<file path="config.mk">
export PLATFORM = sky130hd
export DESIGN_NAME = orfs_front
export DESIGN_NICKNAME = d
export VERILOG_FILES = /design/src/design/orfs_pkg.sv /design/src/design/orfs_front.sv
export SDC_FILE = /design/constraint.sdc
export NUM_CORES = 1
export LEC_CHECK = 0
export ABC_AREA = 1
export BUFFER_PORTS_ARGS = -buffer_cell sky130_fd_sc_hd__buf_2
export CAP_MARGIN = 40
export CELL_PAD_IN_SITES_DETAIL_PLACEMENT = 1
export CELL_PAD_IN_SITES_GLOBAL_PLACEMENT = 2
export CORE_MARGIN = 2
export CORE_UTILIZATION = 31
export DETAILED_ROUTE_END_ITERATION = 7
export GPL_TIMING_DRIVEN = 0
export PLACE_DENSITY = 0.82
export SLEW_MARGIN = 20
export SYNTH_ARGS = -nofsm -noshare
export SYNTH_HDL_FRONTEND = slang
export SYNTH_SLANG_ARGS = --single-unit
</file>
<file path="constraint.sdc">
create_clock -name aclk -period 6.9 [get_ports aclk]
set_input_delay 0.69 -clock aclk [delete_from_list [all_inputs] [get_ports aclk]]
set_output_delay 0.69 -clock aclk [all_outputs]
set_load 0.05 [all_outputs]
</file>
<file path="src/design/orfs_pkg.sv">
// Package for the obstacle repulsive force summer: widths, constants, shared types.
// No dependencies.
`timescale 1ns / 1ps
`default_nettype none
package orfs_pkg;
    localparam int FRACTION_BITS = 16;
    localparam int DIR_BITS = 30;
    localparam logic [31:0] GAIN_RESET = 32'(10 << FRACTION_BITS);
    localparam logic [31:0] RANGE_RESET = 32'(30 << FRACTION_BITS);
    localparam logic CFG_GAIN = 1'b0;
    localparam logic CFG_RANGE = 1'b1;
    localparam logic [46:0] MAX47 = {47{1'b1}};

    typedef struct packed {
        logic        use_obs;
        logic        zero_dist;
        logic        last;
        logic [31:0] qx;
        logic [31:0] qy;
        logic        sx;
        logic        sy;
        logic [32:0] adx;
        logic [32:0] ady;
    } orfs_job_t;
endpackage
`default_nettype wire

</file>
<file path="src/design/orfs_front.sv">
// Front end: accepts items, forms deltas, classifies and queues jobs.
// Depends on orfs_pkg.
`timescale 1ns / 1ps
`default_nettype none
module orfs_front import orfs_pkg::*; (
    input  wire logic        aclk,
    input  wire logic        aresetn,
    input  wire logic        s_valid,
    output logic             s_ready,
    input  wire logic [31:0] s_query_x,
    input  wire logic [31:0] s_query_y,
    input  wire logic [31:0] s_obstacle_x,
    input  wire logic [31:0] s_obstacle_y,
    input  wire logic        s_has_obstacle,
    input  wire logic        s_last_in_batch,
    output orfs_job_t        job,
    output logic             job_valid,
    input  wire logic        job_take
);
    orfs_job_t q_reg [2];
    logic [1:0] cnt_reg;
    logic rd_reg, wr_reg;
    orfs_job_t nj;
    logic signed [32:0] dx, dy;
    logic acc;

    always_comb begin
        dx = 33'(signed'(s_query_x)) - 33'(signed'(s_obstacle_x));
        dy = 33'(signed'(s_query_y)) - 33'(signed'(s_obstacle_y));
        nj.qx = s_query_x;
        nj.qy = s_query_y;
        nj.last = s_last_in_batch;
        nj.sx = dx[32];
        nj.sy = dy[32];
        nj.adx = dx[32] ? 33'(-dx) : dx;
        nj.ady = dy[32] ? 33'(-dy) : dy;
        nj.use_obs = s_has_obstacle && !(s_obstacle_x == '0 && s_obstacle_y == '0)
                     && !(dx == '0 && dy == '0);
        nj.zero_dist = s_has_obstacle && !(s_obstacle_x == '0 && s_obstacle_y == '0)
                       && dx == '0 && dy == '0;
    end

    assign s_ready = cnt_reg != 2'd2;
    assign acc = s_valid && s_ready && (s_has_obstacle || s_last_in_batch);
    assign job_valid = cnt_reg != 2'd0;
    assign job = q_reg[rd_reg];

    always_ff @(posedge aclk) begin
        if (!aresetn) begin
            cnt_reg <= '0;
            rd_reg <= 1'b0;
            wr_reg <= 1'b0;
        end else begin
            if (acc) begin
                q_reg[wr_reg] <= nj;
                wr_reg <= !wr_reg;
            end
            if (job_take && job_valid) rd_reg <= !rd_reg;
            cnt_reg <= cnt_reg + 2'(acc) - 2'(job_take && job_valid);
        end
    end
endmodule
`default_nettype wire

</file>
After elaboration in Yosys (flattened, before gate mapping)
Memories as Yosys holds them, arrays and structs flattened. A register that Yosys moved wholly into a read port is not among the register bits.
Index checks and enable logic that the tools add are counted.
{"block": "totals", "reg_bits": 4, "ram_bits": 270, "input_bits": 134, "wordCells": 37, "memories": 1}
{"block": "op_classes", "n_addsub": 6, "eq_ne": 1, "mux": 7, "n_reduce_logical": 19}
{"name": "q_reg", "depth": 2, "word_bits": 135, "rd": 1, "rd_clocked_by_memory_dff": 1, "wr": 1, "line_no": "orfs_front.sv:20", "source": "orfs_job_t q_reg [2];"}
{"op": "$logic_not 33->1", "n": 2}
{"op": "$mux 33", "n": 2}
{"op": "$neg 33->33", "n": 2}
{"op": "$sub 32x32->33", "n": 2}
{"op": "$logic_not 32->1", "n": 2}
{"op": "$logic_and 1x1->1", "n": 9}
{"op": "$mux 1", "n": 5}
{"op": "$logic_not 1->1", "n": 4}
{"op": "$add 2x1->2", "n": 1}
{"op": "$ne 2x2->1 const B", "n": 1}
{"op": "$reduce_bool 2->1", "n": 1}
{"op": "$sub 2x1->2", "n": 1}
{"op": "$logic_or 1x1->1", "n": 1}

Longest topological paths before layout
Gate-level depths: netlist of the first run.
{"block": "depth", "depth_word": 6, "mapped_depth": 22}

Worst setup path after synthesis of the first run
No wires, ideal clock.
{"block": "synth_path", "path_kind": "register to register", "from": "register cnt_reg[0]", "to": "memory q_reg[0][0] in the netlist's numbering, enable pin", "setup_ps": 631, "arrival_time_ps": 6890, "path_slack_ps": -621, "path_stages_with_launch": 6, "path_buffers": 0, "synth_period_minus_slack_ps": 7521, "cell_sequence": "dfxtp_1 > inv_1 > nand2_1 > o211ai_1 > or2_2 > nor2_1"}
{"block": "synth_between", "elab_chain_cells": 6}
{"item": "start: declaration", "line_no": "orfs_front.sv:21", "source": "logic [1:0] cnt_reg;"}
{"item": "start signal: assignment", "line_no": "orfs_front.sv:59", "source": "cnt_reg <= cnt_reg + 2'(acc) - 2'(job_take && job_valid);"}
{"item": "$ne 2x2->1", "line_no": "orfs_front.sv:43", "source": "assign s_ready = cnt_reg != 2'd2;"}
{"item": "net s_ready", "line_no": "orfs_front.sv:9", "source": "output logic s_ready,"}
{"item": "$logic_and 1x1->1 (2 in series)", "line_no": "orfs_front.sv:44", "source": "assign acc = s_valid && s_ready && (s_has_obstacle || s_last_in_batch);"}
{"item": "$mux 1", "line_no": "orfs_front.sv:54", "source": "if (acc) begin"}
{"item": "$mux 1", "line_no": "orfs_front.sv:49", "source": "if (!aresetn) begin"}
{"item": "$mux 1 (implied by the code)", "line_no": "orfs_front.sv:55", "source": "q_reg[wr_reg] <= nj;"}
{"item": "end: declaration", "line_no": "orfs_front.sv:20"}
The timed path passes the listed nets, and every way through them passes these cells.

==> run_results.csv, run 1 <==
group,metric,value,unit
clocking,htree_levels,2,
power_and_ir_drop,p_sw_frac,0.4041,
power_and_ir_drop,p_sw,2.582,mW
sta,hold-worst-slack,0.3489,ns
place,pre_cts_slack,3.054,ns
power_and_ir_drop,power.total,6.390,mW
detailed_routing,routedWlPerCell,17.66,um
clocking,cts_tree,"done",
setup_path,worstPathRequired,6.21,ns
global_route,grt_pass1_vias,15790,
detailed_routing,drt-total-wl,56.23,mm
detailed_routing,drtPass1Iterations,5,
synthesis,ys_types,42,
floorplanning,num_rows,87,
sta,min_period,3.658,ns
synthesis,synth_edf_count,270,
sta,slew_viol_final,0,
clocking,clock-root-buffer,"clkbuf_16",
power_and_ir_drop,p_int,3.808,mW
flow_run,cap_violations,0,
clocking,insertion_delay,0.55,ns
global_route,gr-usage-met3,0.03213,
setup_path,reg2reg_depth,9,
cells_and_area,syn_to_final_growth,20.92,%
setup_path,start_kind,"flop",
global_route,grt_use_met2,0.3345,
synthesis,ys_seq_area_frac,0.4666,
min_path,hold_path_class,"in2reg",
setup_path,critical_path.max_fanout,10,
synthesis,postSynthAreaPerCell,8.445,um^2
clocking,clockBufferDepth,3,
power_and_ir_drop,leakagePower,9.945,nW
place,place_area,20170,um^2
sta,fin_skew,0.01566,ns
synthesis,syn_inst,2083,
setup_path,r2r_start,"cnt_reg[0]$_SDFF_PN0_",
synthesis,async_flop_share,0,
synthesis,synthTopCellsByCount,"nand2_1, inv_1, edfxtp_1",
synthesis,syn-num-nets,2289,
detailed_routing,drt_iter0_drc,585,
global_route,grt_usage,0.1910,
power_and_ir_drop,power.share.clock,0.275,
floorplanning,coreArea,56280,um^2
cells_and_area,num_antenna_cells,0,
setup_path,endpoint,"job[118]",
synthesis,synthFlopType,"edfxtp_1",
setup_path,crit_family,"buffers and inverters",
synthesis,synth_top_area_share,0.4609,
setup_path,path_buf_inv,5,
global_route,grt_max_degree,27,
clocking,cts_setup_buffers,0,
cells_and_area,drive_gt1_frac,0.2191,
setup_path,cp.arrival,2.97,ns
synthesis,yosys_warnings,0,
detailed_routing,routed_via_density,4.668,
place,globalplace.congestion,0.8499,
detailed_routing,drc,0,
setup_path,crit_slowest_cell,"clkbuf_1",
detailed_routing,vias,14860,
floorplanning,dieArea,58670,um^2
cells_and_area,fin_area,21270,um^2
setup_path,path_cells,"clkbuf_1 > buf_8 > clkbuf_2 > clkbuf_1 > mux2_2 > buf_2",
place,io_buffers,270,
floorplanning,initial_core_util,0.3126,
clocking,ctsResizeCount,0,
setup_path,path_depth,6,
outcome,status,"complete, no violations",
place,dpl.hpwl,46.30,mm
sta,fmax,273.4,MHz
cells_and_area,utilization,0.3780,
sta,tightest_slew,0.8161,ns
cells_and_area,num-nets-final,2610,
setup_path,setup.worst_path.class,"reg2out",
power_and_ir_drop,sequentialPowerShare,0.325,
cells_and_area,nFillCells,6777,
global_route,grt_pass1_wl,87.57,mm
synthesis,synth-seq-cells,275,
clocking,cts_hold_buf,0,
setup_path,rrSetupSlack,4.14,ns
synthesis,ys_top_cells_by_area,"edfxtp_1, nand2_1, mux2_2",
detailed_routing,ant_nets,0,
setup_path,endpoint_kind,"output pin",
sta,rsz0062_at_grt,"no",
clocking,cts.sinks,275,
sta,setup_violations,0,
floorplanning,die_h,242.2,um
global_route,antenna_found_initial,1,
floorplanning,num_io_pins,271,
power_and_ir_drop,combPwrFrac,0.399,
setup_path,path_common_cell,"clkbuf_1",
clocking,path_clk_slew,0.06,ns
sta,worst_slack,3.242,ns
floorplanning,die_w,242.2,um
clocking,cts-buffers-inserted,34,
sta,slew_headroom,0.4559,
global_route,overflow,0,
power_and_ir_drop,powerDensity,300.4,nW/um^2
synthesis,yosysMostFrequentCell,"nand2_1",
setup_path,rr_endpoint,"q_reg[0][81]$_DFFE_PP_",
setup_path,max_stage_delay,0.56,ns
sta,fin_crit_sh,0.5301,
global_route,met1_usage,0.2402,
power_and_ir_drop,ir_drop,235.2,uV
synthesis,synth_top_cell_by_area,"edfxtp_1",
sta,hold_viol,0,
global_route,top_usage_layer,"met2",
cells_and_area,largest_reg_flops,270,
synthesis,syn_area,17590,um^2
## worst min path at each step
stage                        start                      end  slack [ns]  depth (start not counted)
6_report              s_query_x[0]  q_reg[1][100]$_DFFE_PP_        0.35                          1
5_1_grt               s_query_x[0]  q_reg[1][100]$_DFFE_PP_        0.32                          1
4_1_cts               s_query_x[0]  q_reg[1][100]$_DFFE_PP_        0.30                          1
3_5_place_dp   rd_reg$_SDFFE_PN0P_      rd_reg$_SDFFE_PN0P_        0.45                          1
3_3_place_gp   rd_reg$_SDFFE_PN0P_      rd_reg$_SDFFE_PN0P_        0.43                          1
2_1_floorplan  rd_reg$_SDFFE_PN0P_                     flop        0.43                          1
## layer usage
metal / routed length [um] / vias up
met3: 2439 / 77
met5: 0 / -
met2: 27370 / 281
met1: 24920 / 7127
met4: 1513 / 0
li1: - / 7379
## cell type report
class,count,area [um^2],area share
buffer,21,111.4,0.005235
clock buffer,40,894.6,0.04206
clock inverter,20,186.4,0.008764
inverter,385,1448,0.06805
multi-input combinational,1402,7841,0.3686
sequential,275,8208,0.3859
tap,756,945.9,0.04447
timing repair buffer,285,1637,0.07694
## cell families (layout without fill, tap and decap cells)
family          Yosys count  count (layout)  share of synthesized area
compound gates           89              89                    0.02916
xor+xnor                 48              48                    0.02390
fa+ha+maj                72              72                    0.05206
buf+inv                 406             751                    0.08855
flops                   275             275                     0.4666
mux                     135             135                    0.08642
simple gates           1058            1058                     0.2533
## cell usage in the layout (no fill, tap or decap), types with 3 or more instances in the layout
cell type	count
nand2_1	649
inv_1	380
buf_2	272
edfxtp_1	270
nor2_1	160
mux2_2	135
nand3_1	134
ha_1	70
a21oi_1	48
clkbuf_16	35
xor2_1	34
nand2_2	28
nand4_1	28
clkbuf_1	19
o21ai_0	15
xnor2_1	14
nor4_1	12
clkinv_1	12
nor2_2	11
nor3_1	10
nand3b_1	8
buf_12	8
o21bai_1	6
buf_6	5
nor2_4	5
dfxtp_1	5
o211ai_1	4
o21ai_1	4
inv_2	4
a21oi_2	3
nor3_2	3
nand3_2	3
and2_1	3
bufinv_16	3
buf_16	3
## stage by stage
step           setup TNS [ns]  cells
6_report                    0   3184
5_1_grt                     0   3184
4_1_cts                     0   3182
3_5_place_dp                0   3122
3_3_place_gp          -101.83   3109
2_1_floorplan               0   2083
## power groups by stage
stage          Combinational (mW)  Clock [mW]  Sequential, mW
2_1_floorplan                1.83           0            2.12
3_3_place_gp                 2.48           0            2.13
3_5_place_dp                 2.57           0            2.11
4_1_cts                      2.58        1.83            2.08
5_1_grt                      2.76        1.87            2.09
6_report                     2.55        1.76            2.08
Power figures use the tool's default switching activity.
==> run 2: changes to the inputs <==
Settings changed: ABC_AREA 1 to 0, CORE_UTILIZATION 31 to 34.
Clock period 6.9 ns to 3.1 ns, I/O delays scaled along.
==> run 2 against run 1 <==
  * The flow now finishes with violations (setup timing)
  * Register-to-register slack worse by 3.5 ns
  * Area after synthesis down 7.6%
  * Total power up 130%
  * Critical path depth up 9
  * Clock power up 130%
  * Core utilization up 8.4 points
  * Global-route usage up 2.5 points
  * Combinational power up 130%
  * Synthesized cell count down 32%
  * Critical endpoint is now q_reg[0][134]$_DFFE_PP_
  * Largest power group unchanged
==> run_results.csv, run 2 <==
group,metric,value,unit
outcome,status,"finished, violations left",
outcome,violations,"setup timing",
cells_and_area,final_cell_mix,"buf_2, edfxtp_1, mux2_2",
setup_path,endpoint_kind,"flop",
cells_and_area,final_cell_count_no_fill,2488,
synthesis,synthMuxAreaShare,0.09841,
setup_path,critical_path.max_fanout,5,
global_route,grt_pass1_vias,13910,
power_and_ir_drop,ir_drop,479.4,uV
clocking,cts.sinks,275,
cells_and_area,nFillCells,5137,
power_and_ir_drop,leakagePower,8.369,nW
clocking,insertion_delay,0.55,ns
min_path,min_path_cells,1,
floorplanning,num_rows,80,
synthesis,synth-xor-area-share,0.05386,
synthesis,yosysMostFrequentCell,"edfxtp_1",
power_and_ir_drop,powerDensity,664.1,nW/um^2
synthesis,async_flop_share,0,
sta,tns,-0.06448,ns
min_path,hold_path_class,"in2reg",
place,io_buffers,270,
synthesis,yosys_warnings,0,
cells_and_area,syn_to_final_growth,34.92,%
clocking,cts_tree,"done",
synthesis,synth_top_cell_by_area,"edfxtp_1",
synthesis,synth-compound-area-share,0.1325,
sta,fin_crit_sh,1.011,
global_route,antenna_found_initial,3,
setup_path,start_kind,"primary input",
synthesis,syn_inst,1417,
flow_run,cap_violations,0,
setup_path,rrSetupSlack,0.67,ns
clocking,clockBufferDepth,3,
detailed_routing,routedWlPerCell,22.10,um
synthesis,syn-num-nets,1623,
detailed_routing,drt_iter0_drc,724,
setup_path,worstPathRequired,3.39,ns
floorplanning,dieArea,49600,um^2
global_route,grt_pass1_wl,82.70,mm
cells_and_area,layout_commonest_cell,"buf_2",
synthesis,synth_edf_count,270,
sta,fmax,318.9,MHz
setup_path,crit_slowest_cell,"a2111o_1",
synthesis,postSynthAreaPerCell,11.48,um^2
cells_and_area,final-seq-area,8209,um^2
detailed_routing,vias,13290,
sta,worst_slack,-0.03530,ns
detailed_routing,routed_via_density,5.340,
setup_path,path_common_cell,"a211oi_4",
floorplanning,initial_core_util,0.3427,
setup_path,max_stage_delay,0.44,ns
cells_and_area,largest_reg_flops,270,
synthesis,ys_seq_area_frac,0.5047,
cells_and_area,num-nets-final,2052,
place,place_area,18900,um^2
global_route,grt_max_degree,51,
cells_and_area,drive_gt1_frac,0.3987,
cells_and_area,fin_area,21940,um^2
clocking,path_clk_slew,0.06,ns
floorplanning,coreArea,47450,um^2
place,pre_cts_slack,-1.088,ns
synthesis,synth-simple-area-share,0.1169,
setup_path,cp.arrival,3.42,ns
synthesis,syn_area,16260,um^2
clocking,htree_levels,2,
sta,hold_viol,0,
place,place_inst,2317,
synthesis,synthFlopType,"edfxtp_1",
setup_path,path_cells,"buf_12 > inv_12 > ha_4 > fa_2 > nand2b_4 > a211oi_4 > buf_4 > o2111ai_4 > nand3b_1 > xor2_2 > a2111o_1 > a211oi_4 > buf_6 > nand4b_1 > o31a_1",
synthesis,synth_top_area_share,0.4986,
sta,setup_violations,2,
cells_and_area,multi_input_area,8462,um^2
sta,slew_headroom,0.4513,
synthesis,synthTopCellsByCount,"edfxtp_1, mux2_2, inv_1",
place,dpl.hpwl,41.46,mm
synthesis,ys_types,92,
place,globalplace.congestion,0.8517,
sta,tightest_slew,0.8230,ns
setup_path,reg2reg_depth,7,
detailed_routing,drtPass1Iterations,5,
floorplanning,die_w,222.7,um
floorplanning,die_h,222.7,um
sta,rsz0062_at_grt,"yes",
detailed_routing,drc,0,
synthesis,synth_top_family_by_area,"compound AO/OA/AOI/OAI gates",
global_route,grt_usage,0.2164,
detailed_routing,ant_nets,0,
synthesis,yosys.area_share.adder,0.05632,
synthesis,ys_top_cells_by_area,"edfxtp_1, mux2_2, ha_1",
global_route,overflow,0,
synthesis,synth-seq-cells,275,
setup_path,setup.worst_path.class,"in2reg",
clocking,cts-buffers-inserted,34,
sta,min_period,3.135,ns
detailed_routing,drt-total-wl,54.99,mm
clocking,clock-root-buffer,"clkbuf_16",
sta,slew_viol_final,0,
sta,fin_skew,0.01957,ns
floorplanning,num_io_pins,271,
[run 2: per-layer routing]
layer,wire [um],global-route usage
met1,25360,0.2950
met2,25550,0.3491
met3,2761,0.04126
met5,13,0
met4,1303,0.06473
[run 2: timing repair]
item                                   CTS  global route
hold buffers                            52             0
resized for setup                       93           111
pin swaps                               32            45
setup buffers                           29            35
endpoints found under the hold margin  106             0
setup endpoints to repair              183            96
cloned                                   0             1
[run 2: logic make-up after synthesis]
logic type / count (synthesis)
adder cells (fa/ha/maj): 72
XOR/XNOR: 100
AND/OR/NAND/NOR: 355
AO/OA/AOI/OAI: 323
multiplexers: 143
buffers and inverters: 149
flip-flops: 275
[run 2: cell type report]
type	instances	share of cell area
antenna	2	0.0002281
buffer	45	0.01175
clock buffer	40	0.04271
clock inverter	21	0.009808
inverter	93	0.01705
multi-input combinational	993	0.3857
sequential	275	0.3741
tap	615	0.03507
timing repair buffer	404	0.1236
[run 2: power by group]
| part | switching, mW | total (mW) | internal (mW) |
|---|---|---|---|
| Sequential | 0.0795 | 4.63 | 4.55 |
| Clock | 1.63 | 4.13 | 2.50 |
| Combinational | 3.92 | 5.81 | 1.89 |
[run 2: final timing paths]
| path | start | end |
|---|---|---|
| hold reg to reg | rd_reg$_SDFFE_PN0P_ | rd_reg$_SDFFE_PN0P_ |
| setup reg to reg | cnt_reg[0]$_SDFF_PN0_ | q_reg[0][34]$_DFFE_PP_ |
| hold / removal | s_query_x[1] | q_reg[0][101]$_DFFE_PP_ |
| setup / recovery | s_query_y[0] | q_reg[0][134]$_DFFE_PP_ |
[run 2: worst max-delay path, delay by kind of cell]
| kind | cells | cell delay (ns) |
|---|---|---|
| compound gates | 5 | 1.47 |
| fa+ha+maj | 2 | 0.57 |
| simple gates | 3 | 0.51 |
| buf+inv | 4 | 0.46 |
| xor+xnor | 1 | 0.10 |
[run 2: metrics by stage]
step | utilization | hold WS [ns] | total power [mW]
final | 0.4624 | 0.02034 | 14.57
after CTS | 0.4455 | -0.01725 | 14.52
after floorplan | - | 0.4089 | 8.628
after global placement | 0.3924 | 0.5164 | 9.952
after detailed placement | 0.3983 | 0.5235 | 10.14
after global routing | 0.4624 | 0.001660 | 15.18
